$ cat src/pba_ram.sv
// generic single-port-write, single-port-read ram with registered read
`timescale 1ns / 1ps

module pba_ram #(
	parameter int WIDTH = 32,
	parameter int DEPTH = 128
) (
	input  logic                     clk,
	input  logic                     we,
	input  logic [$clog2(DEPTH)-1:0] waddr,
	input  logic [WIDTH-1:0]         wdata,
	input  logic                     re,
	input  logic [$clog2(DEPTH)-1:0] raddr,
	output logic [WIDTH-1:0]         rdata
);

	logic [WIDTH-1:0] mem_q [DEPTH];

	always_ff @(posedge clk) begin
		if (we) begin
			mem_q[waddr] <= wdata;
		end
		if (re) begin
			rdata <= mem_q[raddr];
		end
	end

endmodule

$ cat config.mk
export PLATFORM = sky130hd
export DESIGN_NAME = pba_ram
export DESIGN_NICKNAME = d
export VERILOG_FILES = /design/src/pba_ram.sv
export SDC_FILE = /design/constraint.sdc
export NUM_CORES = 2
export LEC_CHECK = 0
export BUFFER_PORTS_ARGS = -buffer_cell sky130_fd_sc_hd__buf_4
export CORE_MARGIN = 4
export CORE_UTILIZATION = 30
export CTS_BUF_LIST = sky130_fd_sc_hd__clkbuf_4 sky130_fd_sc_hd__clkbuf_8
export CTS_CLUSTER_DIAMETER = 60
export CTS_CLUSTER_SIZE = 28
export DETAILED_ROUTE_END_ITERATION = 10
export PLACE_DENSITY = 0.45
export SLEW_MARGIN = 25
export SYNTH_ARGS = -nofsm -noshare
export SYNTH_HDL_FRONTEND = slang
export SYNTH_SLANG_ARGS = --single-unit
$ cat constraint.sdc
create_clock -name clk -period 3.8 [get_ports clk]
set_input_delay 0.19 -clock clk [delete_from_list [all_inputs] [get_ports clk]]
set_output_delay 0.19 -clock clk [all_outputs]
set_load 0.01 [all_outputs]
==> flow_summary.toml <==
[outcome]
status = "complete, no violations"

[sta]
tightest_slew_ps = 1100
drv_slew = 0
rsz0062_at_grt = "no"
layout_min_cycle_time_ps = 3390
tns_ps = 0
setup_viol = 0
fin_skew_ps = 62.1
slew_headroom_pct = 26.9
hold_violations = 0
fin_crit_sh_pct = 89.2
max_freq_mhz = 295

[floorplan]
die-area_um2 = 534000
num_rows = 265
start_util_pct = 30.1
die-width_um = 730
core-area_um2 = 521000
die_y_um = 730
io_pins = 81

[routing]
ant_nets = 0
detail_route.wirelength_um = 482000
drt_iter0_drc = 8256
routed_via_density = 5.14
drc = 0
vias = 70901
avgRoutedWirePerCell_um = 34.9
dr.pass1.iters = 5

[setup_path]
crit_fanout = 1
cp-end-kind = "register"
crit_end = "rdata[5]"
startpoint_type = "register"
cp_data_arrival_time_ps = 4350
critPathKind = "register to register"
critPathLaunch = "mem_q[118][5]"
critPathMaxStageDelay_ps = 710
rr_worst_depth = 5
r2r-start = "mem_q[118][5]"
required_ps = 4760
worstPathCellList = "mux4_2 > mux4_2 > mux4_2 > mux2_2 > dlygate4sd3_1"
reg2reg_slack_ps = 410
cp_slowest_cell = "mux4_2"
crit_top_cell = "mux4_2"
r2r-end = "rdata[5]"

[synthesis]
synthArstFlopShare_pct = 0
syn-cell-area_um2 = 157000
syn_area_per_cell_um2 = 26.1
synth_cells = 5990
yosysTopAreaCellShare_pct = 79.2
postSynthNetCount = 6039
synth.ff_latch_count = 4128
ys_types = 16
synth_common_cells = "4128 x edfxtp_1, 1344 x mux4_2, 182 x clkbuf_1, 122 x nor2_1, 79 x buf_2"
yosysTopAreaCell = "edfxtp_1"
yosysMostFrequentCell = "edfxtp_1"
synth_enable_flop_cells = 4128
synth_area_leaders = "edfxtp_1 79%, mux4_2 19%, clkbuf_1 0.44%"
synthFlopType = "edfxtp_1"
ys_seq_area_share_pct = 79.2
yosysWarningCount = 0

[clock_network]
clkLatencyLatePin_ps = 1200
cts_resized = 0
root_buffer = "clkbuf_8"
htree_levels = 5
cts_tree = "yes"
hold_buffers = 57
cts_buffers = 307
post_cts_buffers = 0
max-clock-path-buffers = 4
clk_pin_slew_ps = 140
clock-sinks = 4128

[power_and_ir_drop]
pwr-share-seq_pct = 60.6
totalPowerFinal_mw = 83.1
power.density_nw_per_um2 = 463
switching_share_pct = 24.8
combPwrFrac_pct = 6.6
ir_drop_uv = 278
switching_power_mw = 20.6
p_int_mw = 62.5
power.share.clock_pct = 32.8
p_leak_nw = 53.2

[global_route]
grt_pass1_vias = 72679
grt-ovfl-total = 0
busiest_layer = "met2"
grt_start_max_net_pins = 129
antenna_found_initial = 70
met2_usage_pct = 30.0
grt_use_total_pct = 17.8
grt_use_met1_pct = 25.0
grt_pass1_wl_um = 649000
met3_usage_pct = 2.18

[final_layout]
drive_gt1_share_pct = 37.9
n_fill_cell = 47780
syn2layout_area_growth_pct = 14.6
nNetsFinal = 6618

[placement]
gp_congestion = 0.754
portBuffers = 80
dp_hpwl_um = 279000

[min_path]
hold_class = "primary input to register"
min_path_cells = 2

[flow_run]
drv_cap = 0
==> metal layers <==
layer / vias to the layer above / part of all wire (%)
met4: 20 / 2.0
met5: - / 0.026
met3: 467 / 5.7
li1: 27531 / -
met2: 2231 / 50
met1: 40652 / 43
==> stage by stage <==
stage | instances | setup slack [ps] | hold slack (ps) | util [%] | area, um2
finish | 13803 | 411 | 129 | 34.5 | 179000
global route | 13780 | 412 | 79.1 | 34.5 | 179000
CTS | 13763 | 374 | 8.97 | 34.4 | 179000
detailed placement | 13139 | 119 | 701 | 32.9 | 171000
global placement | 13136 | 105 | 700 | 32.9 | 171000
floorplan | 5990 | 371 | 289 | - | 157000
==> worst min path at each step <==
stage	startpoint	endpoint	slack, ps
global placement	rdata[13]	rdata[13]	700
detailed placement	rdata[30]	rdata[30]	700
finish	wdata[30]	mem_q[26][30]	130
floorplan	wdata[0]	mem_q[0][0]	290
CTS	wdata[30]	mem_q[28][30]	9
global route	wdata[30]	mem_q[28][30]	80
==> cells by family (layout without fill, tap and decap cells) <==
family | Yosys count | after routing | synth area share, %
mux | 1376 | 1376 | 19.6
buf+inv | 316 | 1153 | 0.837
other cells | 0 | 34 | 0
flops | 4128 | 4128 | 79.2
simple gates | 170 | 170 | 0.445
==> cell usage in the layout (no fill, tap or decap), types with 8 or more instances in the layout <==
| master | count |
|---|---|
| buf_12 | 191 |
| buf_4 | 323 |
| bufinv_16 | 17 |
| clkbuf_4 | 8 |
| clkbuf_8 | 313 |
| clkinv_1 | 21 |
| clkinv_2 | 23 |
| clkinv_4 | 17 |
| clkinv_8 | 46 |
| clkinvlp_4 | 24 |
| diode_2 | 34 |
| dlygate4sd3_1 | 56 |
| edfxtp_1 | 4128 |
| inv_12 | 17 |
| inv_6 | 36 |
| inv_8 | 38 |
| mux2_2 | 32 |
| mux4_2 | 1344 |
| nand2_1 | 11 |
| nand3_1 | 8 |
| nor2_4 | 119 |
| nor3_2 | 9 |
==> area by class of cell <==
| type | instances | area (um2) | share of cell area [%] |
|---|---|---|---|
| clock buffer | 321 | 4370 | 2.43 |
| tap | 6942 | 8690 | 4.84 |
| antenna | 34 | 85.1 | 0.0474 |
| timing repair buffer | 586 | 7110 | 3.96 |
| clock inverter | 246 | 2940 | 1.64 |
| multi-input combinational | 1546 | 32300 | 18.0 |
| sequential | 4128 | 124000 | 69.1 |
==> registers in the layout, summed over array words and instances, names as in the netlist <==
signal / flops
rdata: 32
mem_q: 4096
==> power groups by stage <==
stage / logic [mW] / clock network (mW) / registers [mW]
2_1_floorplan: 2.43 / 0 / 51.4
3_3_place_gp: 5.43 / 0 / 51.5
3_5_place_dp: 5.51 / 0 / 51.5
4_1_cts: 5.60 / 28.1 / 50.4
5_1_grt: 5.70 / 29.9 / 50.4
6_report: 5.46 / 27.3 / 50.4
==> worst max-delay path: cells and delay by family, from the launching register on <==
| family | cells | cell delay, ps |
|---|---|---|
| multiplexers | 4 | 2190 |
| buffers and inverters | 1 | 560 |
| flip-flops | 1 | 390 |
No activity file was read; power rests on OpenSTA's default activity.
