$ cat src/pba_pkg.sv
// shared types, constants and helpers of the page bitmap allocator
`timescale 1ns / 1ps

package pba_pkg;

	localparam int NUM_PAGES  = 4096;
	localparam int WORD_W     = 32;
	localparam int BIT_W      = $clog2(WORD_W);
	localparam int NUM_WORDS  = NUM_PAGES / WORD_W;
	localparam int WADDR_W    = $clog2(NUM_WORDS);
	localparam int PAGE_W     = 12;
	localparam int OP_W       = 3;
	localparam int REG_W      = 13;
	localparam int CFG_IDX_W  = 2;
	localparam int BOUND_W    = ($clog2(NUM_PAGES + 1) > REG_W) ? $clog2(NUM_PAGES + 1) : REG_W;

	localparam int HOLE_FIRST_PAGE = 32'h000A0000 >> 12;
	localparam int HOLE_END_PAGE   = 32'h000D8000 >> 12;

	localparam logic [OP_W-1:0] OP_ALLOC_ANY  = 3'd0;
	localparam logic [OP_W-1:0] OP_ALLOC_HIGH = 3'd1;
	localparam logic [OP_W-1:0] OP_ALLOC_LOW  = 3'd2;
	localparam logic [OP_W-1:0] OP_FREE       = 3'd3;
	localparam logic [OP_W-1:0] OP_RESERVE    = 3'd4;

	localparam logic [CFG_IDX_W-1:0] REG_MAX_PAGE   = 2'd0;
	localparam logic [CFG_IDX_W-1:0] REG_HIGH_START = 2'd1;
	localparam logic [CFG_IDX_W-1:0] REG_LOW_START  = 2'd2;

	localparam logic [REG_W-1:0] MAX_PAGE_RST   = 13'd4096;
	localparam logic [REG_W-1:0] HIGH_START_RST = 13'd4096;
	localparam logic [REG_W-1:0] LOW_START_RST  = 13'd0;

	typedef struct packed {
		logic [OP_W-1:0]   op;
		logic [PAGE_W-1:0] page;
	} req_t;

	typedef struct packed {
		logic [PAGE_W-1:0] result_page;
		logic              ok;
	} rsp_t;

	typedef struct packed {
		logic [REG_W-1:0] max_page;
		logic [REG_W-1:0] high_start_page;
		logic [REG_W-1:0] low_start_page;
	} cfg_t;

	typedef struct packed {
		logic               re;
		logic [WADDR_W-1:0] addr;
	} ram_rd_t;

	typedef struct packed {
		logic               we;
		logic [WADDR_W-1:0] addr;
		logic [WORD_W-1:0]  data;
	} ram_wr_t;

	// bitmap word after reset: the bios and video hole is marked used
	function automatic logic [WORD_W-1:0] reset_word(input logic [WADDR_W-1:0] addr);
		logic [WORD_W-1:0]          w;
		logic [WADDR_W+BIT_W-1:0]   p;
		w = '0;
		for (int b = 0; b < WORD_W; b++) begin
			p = {addr, BIT_W'(b)};
			w[b] = (32'(p) >= 32'(HOLE_FIRST_PAGE)) && (32'(p) < 32'(HOLE_END_PAGE));
		end
		return w;
	endfunction

endpackage

$ cat src/pba_cfg.sv
// configuration registers of the page bitmap allocator
`timescale 1ns / 1ps

module pba_cfg (
	input  logic                           clk,
	input  logic                           arst_n,
	input  logic                           cfg_we,
	input  logic [pba_pkg::CFG_IDX_W-1:0]  cfg_index,
	input  logic [pba_pkg::REG_W-1:0]      cfg_data,
	output pba_pkg::cfg_t                  cfg
);

	pba_pkg::cfg_t cfg_q;

	always_ff @(posedge clk or negedge arst_n) begin
		if (!arst_n) begin
			cfg_q.max_page        <= pba_pkg::MAX_PAGE_RST;
			cfg_q.high_start_page <= pba_pkg::HIGH_START_RST;
			cfg_q.low_start_page  <= pba_pkg::LOW_START_RST;
		end else if (cfg_we) begin
			unique case (cfg_index)
				pba_pkg::REG_MAX_PAGE:   cfg_q.max_page        <= cfg_data;
				pba_pkg::REG_HIGH_START: cfg_q.high_start_page <= cfg_data;
				pba_pkg::REG_LOW_START:  cfg_q.low_start_page  <= cfg_data;
				default: ;
			endcase
		end
	end

	assign cfg = cfg_q;

endmodule

$ cat config.mk
export PLATFORM = sky130hd
export DESIGN_NAME = pba_cfg
export DESIGN_NICKNAME = d
export VERILOG_FILES = /design/src/pba_pkg.sv /design/src/pba_cfg.sv
export SDC_FILE = /design/constraint.sdc
export NUM_CORES = 1
export LEC_CHECK = 0
export BUFFER_PORTS_ARGS = -buffer_cell sky130_fd_sc_hd__buf_2
export CORE_ASPECT_RATIO = 1.75
export CORE_MARGIN = 2
export CORE_UTILIZATION = 49
export CTS_BUF_LIST = sky130_fd_sc_hd__clkbuf_8
export CTS_CLUSTER_DIAMETER = 100
export CTS_CLUSTER_SIZE = 12
export DETAILED_ROUTE_END_ITERATION = 16
export PLACE_DENSITY = 0.77
export SLEW_MARGIN = 20
export SYNTH_ARGS = -nofsm -noshare
export SYNTH_HDL_FRONTEND = slang
export SYNTH_SLANG_ARGS = --single-unit
$ cat constraint.sdc
create_clock -name clk -period 1.2 [get_ports clk]
set_clock_uncertainty 0.2 [all_clocks]
set_input_delay 0.36 -clock clk [delete_from_list [all_inputs] [get_ports clk]]
set_output_delay 0.36 -clock clk [all_outputs]
set_load 0.02 [all_outputs]
==> impl_metrics.csv <==
group,metric,value,unit
die,dieArea,3470,sq um
global_route,globalRouteOverflowTotal,0,
job,max-cap-violations,0,
placed_design,gp_congestion,0.757,
global_route,grt_antenna_before_repair,0,
final_layout,layout_commonest_cell,"buf_6",
final_layout,layout.area.seq,978,sq um
synth,ys_seq_area_frac,0.667,
worst_setup_path,r2r-start,"cfg[33]",
drt,wire_per_inst,18.2,um
worst_setup_path,crit_type,"flop to output pin",
die,die_h,76.4,um
clock_network,cts_root_buf,"clkbuf_8",
worst_setup_path,required,0.64,ns
worst_setup_path,crit_chain,"buf_6",
clock_network,path_clk_slew,0.07,ns
die,die_x,45.4,um
sta,finalSetupViolations,52,
clock_network,clk_latency,0.29,ns
final_layout,largest_reg_flops,39,
worst_setup_path,critPathBufInv,1,
drt,drt-total-wl,3570,um
final_layout,layout_common_cells,"buf_6 (44), dfrtp_1 (37), mux2_2 (25), buf_4 (16), mux2_4 (14)",
global_route,grt_first_pass_wirelength,5410,um
power,ir_drop,0.00126,V
sta,slew_violations,0,
clock_network,htree_levels,2,
drt,drc,0,
final_layout,area_delta_synth_final,63.1,%
final_layout,final_area,2390,sq um
final_layout,drive_above_1_share,0.750,
worst_setup_path,max_stage_delay,0.54,ns
placed_design,pre_cts_slack,-0.375,ns
final_layout,multi_input_area,526,sq um
die,ios,57,
synth,synth-seq-cells,39,
die,core,2900,sq um
drt,vias_per_cell,5.22,
worst_setup_path,cp.arrival,0.95,ns
final_layout,fin_nets,185,
drt,drtIter0Drc,15,
sta,finalCriticalPeriod,1.51,ns
die,initial_core_util,0.507,
placed_design,port_buffers,56,
die,rows,26,
worst_setup_path,cp_top_family,"flip-flops",
final_layout,n_antenna_cell,0,
power,p_leak,1.17,nW
clock_network,cts_made_buffers,5,
sta,setup_slack,-0.309,ns
power,cellPowerDensity,1700,nW/um^2
min_path,hp-class,"primary input to flop",
outcome,violations,"negative setup slack",
synth,syn_nets,102,
sta,relSlewSlack,0.839,
clock_network,cts.path.max_buffers,2,
worst_setup_path,start_kind,"flop",
drt,ant_nets,0,
synth,synth.distinct_cells,6,
worst_setup_path,critPathMaxFanout,2,
synth,synth.avg_cell_area,17.5,sq um
drt,dr.pass1.iters,3,
synth,ys_warn_count,0,
final_layout,layoutNonFillerInstCount,196,
sta,rsz0062_at_grt,"yes",
worst_setup_path,end_kind,"output pin",
global_route,grtUsageTotal,0.223,
synth,synth_cells,84,
drt,vias,1023,
sta,worstMarginPinSlew,0.242,ns
sta,max_freq,0.663,GHz
worst_setup_path,critical-path-slowest-cell,"dfstp_2",
placed_design,post_dp_cell_area,1850,sq um
final_layout,fill_cells,147,
synth,synth_area,1470,sq um
sta,min_period_over_period,1.26,
sta,hold_violations,0,
global_route,grt_max_degree,25,
clock_network,tritoncts,"built",
placed_design,dp_hpwl,2200,um
clock_network,cts_sinks,39,
worst_setup_path,crit_path_start,"cfg[38]",
min_path,hp-start,"cfg_data[3]",
placed_design,placed_cells,171,
outcome,status,"finished with violations",
global_route,grt_pass1_vias,1071,
repair_timing:
action                                  in CTS  in global routing
gates resized for setup                     94                  9
hold buffers                                 1                  0
endpoints found under the setup margin      48                 67
cloned                                       1                  0
hold endpoints to repair                     8                  0
pin swaps                                    1                  1
buffers inserted                             6                  9
final timing paths:
| path | endpoint | slack (ns) | depth (start not counted) |
|---|---|---|---|
| setup reg to reg | cfg[33] | -0.04 | 3 |
| setup / recovery | cfg[38] | -0.31 | 1 |
| max in group asynchronous | cfg[11] | 0.13 | 3 |
| hold / removal | cfg[29] | 0.12 | 2 |
| min in group asynchronous | cfg[36] | 0.29 | 2 |
| hold reg to reg | cfg[2] | 0.34 | 1 |
cell usage after synthesis:
cell type	instances	area share
mux2_2	39	0.30
dfrtp_1	37	0.63
buf_4	3	0.015
dfstp_2	2	0.036
nand3b_1	2	0.010
nor3b_2	1	0.0085
layout make-up:
| class | instances | area share |
|---|---|---|
| Clock inverter | 3 | 0.00523 |
| Clock buffer | 5 | 0.0288 |
| Multi-Input combinational cell | 42 | 0.220 |
| Tap cell | 28 | 0.0146 |
| Sequential cell | 39 | 0.409 |
| Timing Repair Buffer | 79 | 0.323 |
routing by layer:
metal,GRT usage,up-vias,routed length (um)
li1,-,459,-
met1,0.244,525,1320
met2,0.377,33,2030
met3,0.0687,6,155
met4,0.0941,0,60
met5,0,-,0
per-stage QoR:
| step | hold slack [ns] | TNS, ns | total power, mW | utilization |
|---|---|---|---|---|
| 3_5_place_dp | 0.0724 | -11.08 | 2.69 | 0.639 |
| 5_1_grt | 0.126 | -8.85 | 4.24 | 0.827 |
| 2_1_floorplan | -0.136 | -5.13 | 2.28 | - |
| 3_3_place_gp | 0.0558 | -10.51 | 2.64 | 0.639 |
| 6_report | 0.124 | -7.67 | 4.07 | 0.827 |
| 4_1_cts | 0.121 | -7.63 | 3.96 | 0.791 |
power breakdown:
| part | internal [mW] | switching, mW | total (mW) |
|---|---|---|---|
| combinational | 0.873 | 0.612 | 1.49 |
| clock | 0.390 | 0.432 | 0.822 |
| sequential | 1.58 | 0.188 | 1.76 |
| total | 2.84 | 1.23 | 4.07 |
logic make-up after synthesis:
family / share of synthesized area
flip-flops: 0.667
multiplexers: 0.299
buffers and inverters: 0.0153
AND/OR/NAND/NOR: 0.0188
(Power assumes the default switching activity.)
