===== src/pba_pkg.sv =====
// shared types, constants and helpers of the page bitmap allocator
`timescale 1ns / 1ps

package pba_pkg;

	localparam int NUM_PAGES  = 4096;
	localparam int WORD_W     = 32;
	localparam int BIT_W      = $clog2(WORD_W);
	localparam int NUM_WORDS  = NUM_PAGES / WORD_W;
	localparam int WADDR_W    = $clog2(NUM_WORDS);
	localparam int PAGE_W     = 12;
	localparam int OP_W       = 3;
	localparam int REG_W      = 13;
	localparam int CFG_IDX_W  = 2;
	localparam int BOUND_W    = ($clog2(NUM_PAGES + 1) > REG_W) ? $clog2(NUM_PAGES + 1) : REG_W;

	localparam int HOLE_FIRST_PAGE = 32'h000A0000 >> 12;
	localparam int HOLE_END_PAGE   = 32'h000D8000 >> 12;

	localparam logic [OP_W-1:0] OP_ALLOC_ANY  = 3'd0;
	localparam logic [OP_W-1:0] OP_ALLOC_HIGH = 3'd1;
	localparam logic [OP_W-1:0] OP_ALLOC_LOW  = 3'd2;
	localparam logic [OP_W-1:0] OP_FREE       = 3'd3;
	localparam logic [OP_W-1:0] OP_RESERVE    = 3'd4;

	localparam logic [CFG_IDX_W-1:0] REG_MAX_PAGE   = 2'd0;
	localparam logic [CFG_IDX_W-1:0] REG_HIGH_START = 2'd1;
	localparam logic [CFG_IDX_W-1:0] REG_LOW_START  = 2'd2;

	localparam logic [REG_W-1:0] MAX_PAGE_RST   = 13'd4096;
	localparam logic [REG_W-1:0] HIGH_START_RST = 13'd4096;
	localparam logic [REG_W-1:0] LOW_START_RST  = 13'd0;

	typedef struct packed {
		logic [OP_W-1:0]   op;
		logic [PAGE_W-1:0] page;
	} req_t;

	typedef struct packed {
		logic [PAGE_W-1:0] result_page;
		logic              ok;
	} rsp_t;

	typedef struct packed {
		logic [REG_W-1:0] max_page;
		logic [REG_W-1:0] high_start_page;
		logic [REG_W-1:0] low_start_page;
	} cfg_t;

	typedef struct packed {
		logic               re;
		logic [WADDR_W-1:0] addr;
	} ram_rd_t;

	typedef struct packed {
		logic               we;
		logic [WADDR_W-1:0] addr;
		logic [WORD_W-1:0]  data;
	} ram_wr_t;

	// bitmap word after reset: the bios and video hole is marked used
	function automatic logic [WORD_W-1:0] reset_word(input logic [WADDR_W-1:0] addr);
		logic [WORD_W-1:0]          w;
		logic [WADDR_W+BIT_W-1:0]   p;
		w = '0;
		for (int b = 0; b < WORD_W; b++) begin
			p = {addr, BIT_W'(b)};
			w[b] = (32'(p) >= 32'(HOLE_FIRST_PAGE)) && (32'(p) < 32'(HOLE_END_PAGE));
		end
		return w;
	endfunction

endpackage


===== src/pba_engine.sv =====
// sequencer: first-fit word scan, free and reserve read-modify-write of the bitmap
`timescale 1ns / 1ps

module pba_engine (
	input  logic                       clk,
	input  logic                       arst_n,
	input  logic                       start,
	output logic                       busy,
	input  pba_pkg::req_t              req,
	input  pba_pkg::cfg_t              cfg,
	output logic                       done,
	output pba_pkg::rsp_t              rsp,
	output pba_pkg::ram_rd_t           rd,
	output pba_pkg::ram_wr_t           wr,
	input  logic [pba_pkg::WORD_W-1:0] rdata
);

	localparam int WORD_W  = pba_pkg::WORD_W;
	localparam int BIT_W   = pba_pkg::BIT_W;
	localparam int WADDR_W = pba_pkg::WADDR_W;
	localparam int BOUND_W = pba_pkg::BOUND_W;
	localparam int PAGE_W  = pba_pkg::PAGE_W;

	typedef enum logic [4:0] {
		ST_IDLE  = 5'b00001,
		ST_SETUP = 5'b00010,
		ST_SCAN  = 5'b00100,
		ST_RD    = 5'b01000,
		ST_WB    = 5'b10000
	} state_t;

	state_t                   state_q;
	logic [pba_pkg::OP_W-1:0] op_q;
	logic [PAGE_W-1:0]        page_q;
	logic                     region_high_q;
	logic [WADDR_W-1:0]       first_word_q;
	logic [BIT_W-1:0]         first_bit_q;
	logic [WADDR_W-1:0]       last_q;
	logic [BIT_W-1:0]         last_bit_q;
	logic [WADDR_W-1:0]       rd_ptr_q;
	logic                     issue_q;
	logic                     wvalid_q [pba_pkg::NUM_WORDS];
	logic                     vld_s1;
	logic                     wvalid_s1;
	logic [WADDR_W-1:0]       addr_s1;
	logic                     done_q;
	pba_pkg::rsp_t            rsp_q;

	logic [BOUND_W-1:0] page_ext;
	logic               page_in_range;
	logic [BOUND_W-1:0] max_ext, high_ext, low_ext, npages;
	logic [BOUND_W-1:0] set_first, set_end, set_last;
	logic               set_empty;
	logic               try_low;
	logic [WORD_W-1:0]  eff_word, lo_mask, hi_mask, free_bits, flip;
	logic               hit;
	logic [BIT_W-1:0]   hit_idx;
	logic               wb_bit, wb_change;

	assign page_ext      = BOUND_W'(page_q);
	assign page_in_range = BOUND_W'(req.page) < BOUND_W'(pba_pkg::NUM_PAGES);
	assign max_ext       = BOUND_W'(cfg.max_page);
	assign high_ext      = BOUND_W'(cfg.high_start_page);
	assign low_ext       = BOUND_W'(cfg.low_start_page);
	assign npages        = BOUND_W'(pba_pkg::NUM_PAGES);
	assign try_low       = region_high_q && (op_q == pba_pkg::OP_ALLOC_ANY);

	// search range of the current region
	always_comb begin
		if (region_high_q) begin
			set_first = high_ext;
			set_end   = (max_ext < npages) ? max_ext : npages;
			set_empty = !(max_ext > high_ext) || (set_first >= set_end);
		end else begin
			set_first = low_ext;
			set_end   = (high_ext < max_ext) ? high_ext : max_ext;
			if (npages < set_end) begin
				set_end = npages;
			end
			set_empty = set_first >= set_end;
		end
		set_last = set_end - BOUND_W'(1);
	end

	assign eff_word = wvalid_s1 ? rdata : pba_pkg::reset_word(addr_s1);

	always_comb begin
		lo_mask   = (addr_s1 == first_word_q) ? ({WORD_W{1'b1}} << first_bit_q) : '1;
		hi_mask   = (addr_s1 == last_q) ?
			({WORD_W{1'b1}} >> (BIT_W'(WORD_W - 1) - last_bit_q)) : '1;
		free_bits = ~eff_word & lo_mask & hi_mask;
		hit       = |free_bits;
		hit_idx   = '0;
		for (int i = WORD_W - 1; i >= 0; i--) begin
			if (free_bits[i]) begin
				hit_idx = BIT_W'(i);
			end
		end
	end

	assign wb_bit    = eff_word[page_q[BIT_W-1:0]];
	assign wb_change = (op_q == pba_pkg::OP_FREE) ? wb_bit : !wb_bit;

	always_comb begin
		flip = '0;
		if (state_q == ST_SCAN) begin
			flip[hit_idx] = 1'b1;
		end else begin
			flip[page_q[BIT_W-1:0]] = 1'b1;
		end
	end

	assign rd.re   = ((state_q == ST_SCAN) && issue_q) || (state_q == ST_RD);
	assign rd.addr = (state_q == ST_RD) ? page_ext[BIT_W +: WADDR_W] : rd_ptr_q;

	assign wr.we   = ((state_q == ST_SCAN) && vld_s1 && hit) || ((state_q == ST_WB) && wb_change);
	assign wr.addr = addr_s1;
	assign wr.data = eff_word ^ flip;

	always_ff @(posedge clk or negedge arst_n) begin
		if (!arst_n) begin
			state_q       <= ST_IDLE;
			op_q          <= '0;
			page_q        <= '0;
			region_high_q <= 1'b0;
			first_word_q  <= '0;
			first_bit_q   <= '0;
			last_q        <= '0;
			last_bit_q    <= '0;
			rd_ptr_q      <= '0;
			issue_q       <= 1'b0;
			vld_s1        <= 1'b0;
			wvalid_s1     <= 1'b0;
			addr_s1       <= '0;
			done_q        <= 1'b0;
			rsp_q         <= '0;
			for (int i = 0; i < pba_pkg::NUM_WORDS; i++) begin
				wvalid_q[i] <= 1'b0;
			end
		end else begin
			done_q    <= 1'b0;
			vld_s1    <= rd.re;
			addr_s1   <= rd.addr;
			wvalid_s1 <= wvalid_q[rd.addr];
			if (wr.we) begin
				wvalid_q[wr.addr] <= 1'b1;
			end
			unique case (state_q)
				ST_IDLE: begin
					if (start) begin
						op_q   <= req.op;
						page_q <= req.page;
						unique case (req.op)
							pba_pkg::OP_ALLOC_ANY, pba_pkg::OP_ALLOC_HIGH: begin
								region_high_q <= 1'b1;
								state_q       <= ST_SETUP;
							end
							pba_pkg::OP_ALLOC_LOW: begin
								region_high_q <= 1'b0;
								state_q       <= ST_SETUP;
							end
							pba_pkg::OP_FREE, pba_pkg::OP_RESERVE: begin
								if (page_in_range) begin
									state_q <= ST_RD;
								end else begin
									done_q            <= 1'b1;
									rsp_q.result_page <= req.page;
									rsp_q.ok          <= 1'b0;
								end
							end
							default: begin
								done_q            <= 1'b1;
								rsp_q.result_page <= req.page;
								rsp_q.ok          <= 1'b0;
							end
						endcase
					end
				end
				ST_SETUP: begin
					if (set_empty) begin
						if (try_low) begin
							region_high_q <= 1'b0;
						end else begin
							done_q  <= 1'b1;
							rsp_q   <= '0;
							state_q <= ST_IDLE;
						end
					end else begin
						first_word_q <= set_first[BIT_W +: WADDR_W];
						first_bit_q  <= set_first[BIT_W-1:0];
						rd_ptr_q     <= set_first[BIT_W +: WADDR_W];
						last_q       <= set_last[BIT_W +: WADDR_W];
						last_bit_q   <= set_last[BIT_W-1:0];
						issue_q      <= 1'b1;
						state_q      <= ST_SCAN;
					end
				end
				ST_SCAN: begin
					if (issue_q) begin
						if (rd_ptr_q == last_q) begin
							issue_q <= 1'b0;
						end else begin
							rd_ptr_q <= rd_ptr_q + WADDR_W'(1);
						end
					end
					if (vld_s1) begin
						if (hit) begin
							issue_q           <= 1'b0;
							done_q            <= 1'b1;
							rsp_q.result_page <= PAGE_W'({addr_s1, hit_idx});
							rsp_q.ok          <= 1'b1;
							state_q           <= ST_IDLE;
						end else if (addr_s1 == last_q) begin
							if (try_low) begin
								region_high_q <= 1'b0;
								state_q       <= ST_SETUP;
							end else begin
								done_q  <= 1'b1;
								rsp_q   <= '0;
								state_q <= ST_IDLE;
							end
						end
					end
				end
				ST_RD: begin
					state_q <= ST_WB;
				end
				ST_WB: begin
					done_q            <= 1'b1;
					rsp_q.result_page <= page_q;
					rsp_q.ok          <= wb_change;
					state_q           <= ST_IDLE;
				end
				default: begin
					state_q <= ST_IDLE;
				end
			endcase
		end
	end

	assign busy = (state_q != ST_IDLE);
	assign done = done_q;
	assign rsp  = rsp_q;

	a_write_in_work: assert property (@(posedge clk) disable iff (!arst_n)
		wr.we |-> (state_q == ST_SCAN || state_q == ST_WB))
		else $error("bitmap write outside scan or write-back");

	a_write_gives_word: assert property (@(posedge clk) disable iff (!arst_n)
		wr.we |=> done_q)
		else $error("bitmap write without a result word");

	a_wb_finishes: assert property (@(posedge clk) disable iff (!arst_n)
		(state_q == ST_WB) |=> (done_q && state_q == ST_IDLE))
		else $error("write-back did not complete");

	a_issue_only_scan: assert property (@(posedge clk) disable iff (!arst_n)
		issue_q |-> (state_q == ST_SCAN))
		else $error("word read issued outside scan");

	a_scan_in_range: assert property (@(posedge clk) disable iff (!arst_n)
		(state_q == ST_SCAN && vld_s1) |-> (addr_s1 <= last_q && addr_s1 >= first_word_q))
		else $error("scan word outside search range");

endmodule


===== config.mk =====
export PLATFORM = sky130hd
export DESIGN_NAME = pba_engine
export DESIGN_NICKNAME = d
export VERILOG_FILES = /design/src/pba_pkg.sv /design/src/pba_engine.sv
export SDC_FILE = /design/constraint.sdc
export NUM_CORES = 1
export LEC_CHECK = 0
export ABC_CLOCK_PERIOD_IN_PS = 4500
export BUFFER_PORTS_ARGS = -buffer_cell sky130_fd_sc_hd__buf_2
export CORE_MARGIN = 3
export CORE_UTILIZATION = 50
export DETAILED_ROUTE_END_ITERATION = 12
export GPL_TIMING_DRIVEN = 0
export PLACE_DENSITY_LB_ADDON = 0.12
export REMOVE_ABC_BUFFERS = 1
export SETUP_SLACK_MARGIN = 0.05
export SYNTH_ARGS = -nofsm -noshare
export SYNTH_HDL_FRONTEND = slang
export SYNTH_SLANG_ARGS = --single-unit

===== constraint.sdc =====
create_clock -name clk -period 4.5 [get_ports clk]
set_input_delay 0.225 -clock clk [delete_from_list [all_inputs] [get_ports clk]]
set_output_delay 0.225 -clock clk [all_outputs]
set_load 0.05 [all_outputs]

==> metrics <==
Setup Skew 18.3 ps; HP Start cfg[0]; share of cells above drive strength 1 37.0%; CP peak stage delay 880 ps; Post-synth ARST share 100%; total internal power 0.00601 W; fin worst setup slack -482 ps; drt drc 0; core area 28200 sq um; fillers 2206; status finished, violations left; final net count 1924; Slew Limit Headroom 20.8%; Setup Viol. Count Final 101; CTS tree yes; full die area 31000 sq um; Final Hold Viols 0; sw power 0.00650 W; CP endpoint kind output port; total number of vias 14.6k; yosys warns 0; hold depth 3; number of flops mapped to enable cells by yosys 0; clk root buf clkbuf_16; Worst R2R End wvalid_q[122]; Initial Utilization 51.3%; clock share of power 15.3%; Seq pwr share 24.5%; total CTS buffers 24; num rows 61; Tmin final 4980 ps; Post-Route WL 52.6 mm; initial DRC count 1591; DRT antenna net count 0; Leak 8.15 nW; IO buf count 151; max-cap viol count 0; num ports 152; fin crit share 111%; Comb pwr share 60.2%; worst slew pin tran 1190 ps; Seq/Total Area, Yosys 35.3%; CP Max Fanout 6; register area 5120 sq um; routed vias/inst 6.68; RSZ-0062 raised after global routing true; Hold Slack 10.2 ps; Multi-input gate area 10100 sq um; H-tree depth 1; FF-to-FF setup slack -140 ps; GPL Wtd Cong 0.978; mapped cell area 14500 sq um; Setup crit start kind flip-flop; ys flop type dfrtp_1; post-place setup slack -2230 ps; number of diodes 0; DR WL/cell 24.0 microns; Die W 176 microns; vias in the first global route 13.9k; Worst EP arrival 4760 ps; reg2reg start addr_s1[3]; Power Dens Cells 665 nW/um^2; Syn Area/Cell 8.98 sq um; Worst Hold End first_bit_q[0]; initial antenna violation count 0; HPWL after DPL 35.0 mm; achievable frequency 201 MHz; Power Total 0.0125 W; sw frac 51.9%; crit-path most repeated cell buf_4; placed cell areas 15600 sq um; failing checks negative setup slack; CP Class reg -> out; Critical Path RT 4280 ps; Mapped Cells 1609; Die Span Y 176 microns; DR pass1 iterations 6; Hold Crit Class in -> reg; Clock Pin Slew Worst Setup and Hold Paths 60 ps; overall routing resource usage 32.4%; R2R cell count 14; Design Area, Final 18800 sq um; first-pass GRT wire length 79.8 mm; VDD IR max 0.304 mV; largest net degree at the start of global routing 108; max-slew violation count 0; CP Cell Sequence or4_4 > buf_6 > buf_12 > o31ai_4 > a31o_2 > o22a_1 > buf_4 > buf_4 > nand2_1 > o41ai_1 > nor2_2 > a32oi_1 > xnor2_1 > buf_4; library cells used by synthesis 91; Bufs on Longest Clock Path 3; TritonCTS Sinks 204; grt total ovfl 0; Total Negative Setup Slacks -17450 ps; Seq cells post-synth 204; Clock Latency Late Sink 530 ps; synth-to-layout area growth 30.1%; Slowest cell on crit path o41ai_1
==> worst max path at each step <==
stage	start	to	slack, ps
CTS	addr_s1[3]	wr[30]	-320
global route	addr_s1[3]	wr[14]	-450
floorplan	addr_s1[1]	wvalid_q[106]	-4000
finish	addr_s1[3]	wr[24]	-480
global placement	wvalid_s1	wr[39]	-7390
detailed placement	cfg[38]	rsp[3]	-2230
==> layout make-up <==
type / count / share of cell area (%)
inverter: 39 / 0.845
tap: 378 / 2.52
sequential: 204 / 27.2
clock inverter: 6 / 0.379
clock buffer: 37 / 3.77
timing repair buffer: 277 / 11.5
multi-input combinational: 1250 / 53.8
==> Yosys cell counts, types with 16 or more instances <==
cell type | instances | share of area, %
dfrtp_1 | 203 | 35
xor2_1 | 29 | 1.8
or2_2 | 21 | 0.91
o21ai_0 | 61 | 2.1
o22ai_1 | 16 | 0.69
inv_1 | 35 | 0.91
clkbuf_1 | 84 | 2.2
xnor2_1 | 34 | 2.1
and3_1 | 28 | 1.2
mux2_2 | 20 | 1.6
nand2_1 | 221 | 5.7
mux2i_1 | 73 | 5.1
buf_2 | 17 | 0.59
nor2_1 | 96 | 2.5
a31oi_1 | 18 | 0.78
a31o_2 | 136 | 8.2
ha_1 | 39 | 3.4
nand3_1 | 22 | 0.76
nor3_1 | 50 | 1.7
o31ai_1 | 22 | 1.1
a311oi_1 | 19 | 1.2
a21oi_1 | 56 | 1.9
==> repair_timing <==
| item | CTS | global route |
|---|---|---|
| buffers inserted | 51 | 45 |
| hold buffers | 14 | 0 |
| gates resized for setup | 183 | 111 |
| pin swaps | 41 | 61 |
| cloned | 3 | 0 |
| setup endpoints to repair | 213 | 173 |
| hold endpoints to repair | 109 | 0 |
==> kinds of logic after synthesis <==
group,count (synthesis),synth area share (%)
simple gates,546,18.2
compound gates,493,26.0
flops,204,35.3
buf+inv,158,4.61
mux,106,8.64
xor+xnor,63,3.82
fa+ha+maj,39,3.38
==> layout by cell type, fill, tap and decap left out, types with 9 or more instances in the layout <==
| cell | count |
|---|---|
| nand3_1 | 20 |
| a311oi_1 | 16 |
| o21a_1 | 10 |
| mux4_2 | 13 |
| a22o_1 | 12 |
| clkbuf_16 | 24 |
| xor2_1 | 23 |
| nor3_1 | 38 |
| inv_1 | 34 |
| a21o_1 | 12 |
| buf_4 | 103 |
| o21ai_0 | 57 |
| and3_1 | 26 |
| dlygate4sd3_1 | 14 |
| nor4_1 | 9 |
| nor2_1 | 94 |
| a21oi_1 | 50 |
| a31o_2 | 136 |
| xnor2_1 | 27 |
| o31ai_4 | 14 |
| nand2_1 | 213 |
| buf_2 | 118 |
| mux2_2 | 20 |
| buf_6 | 24 |
| or3_1 | 11 |
| and2_1 | 11 |
| or2_2 | 19 |
| dfrtp_1 | 195 |
| nor3_2 | 11 |
| ha_1 | 38 |
| nand4_1 | 14 |
| mux2i_1 | 68 |
==> state kept, by name (all words and copies together), names as in the netlist, 3 cells and up <==
| signal | cells |
|---|---|
| page_q | 12 |
| rsp | 13 |
| wvalid_q | 128 |
| state_q | 5 |
| first_word_q | 7 |
| op_q | 3 |
| first_bit_q | 5 |
| last_q | 7 |
| rd_ptr_q | 7 |
| addr_s1 | 7 |
| last_bit_q | 5 |
==> per-stage QoR <==
stage	util (%)	std cells
4_1_cts	63.2	2147
2_1_floorplan	-	1490
6_report	66.8	2191
3_3_place_gp	53.8	2019
3_5_place_dp	55.3	2036
5_1_grt	66.8	2191
==> critical path: cells and delay by family (launching register included) <==
kind / cells / cell delay, ps
buffers and inverters: 5 / 770
AND/OR/NAND/NOR: 3 / 920
XOR/XNOR: 1 / 200
flip-flops: 1 / 490
AO/OA/AOI/OAI: 5 / 1830
==> power by group through the flow <==
stage	logic (W)	clock network (W)	registers [W]
global route	0.00792	0.00201	0.00311
CTS	0.00664	0.00193	0.00305
detailed placement	0.00575	0	0.00305
finish	0.00753	0.00192	0.00306
floorplan	0.00371	0	0.00302
global placement	0.00557	0	0.00301
==> routing by layer <==
metal	up-vias	global-route usage [%]	wire length, microns
met5	-	0	0
met1	7157	46.9	22400
met2	867	50.5	23700
li1	6490	-	-
met3	124	5.98	5090
met4	0	8.08	1460
Power figures use the tool's default switching activity.
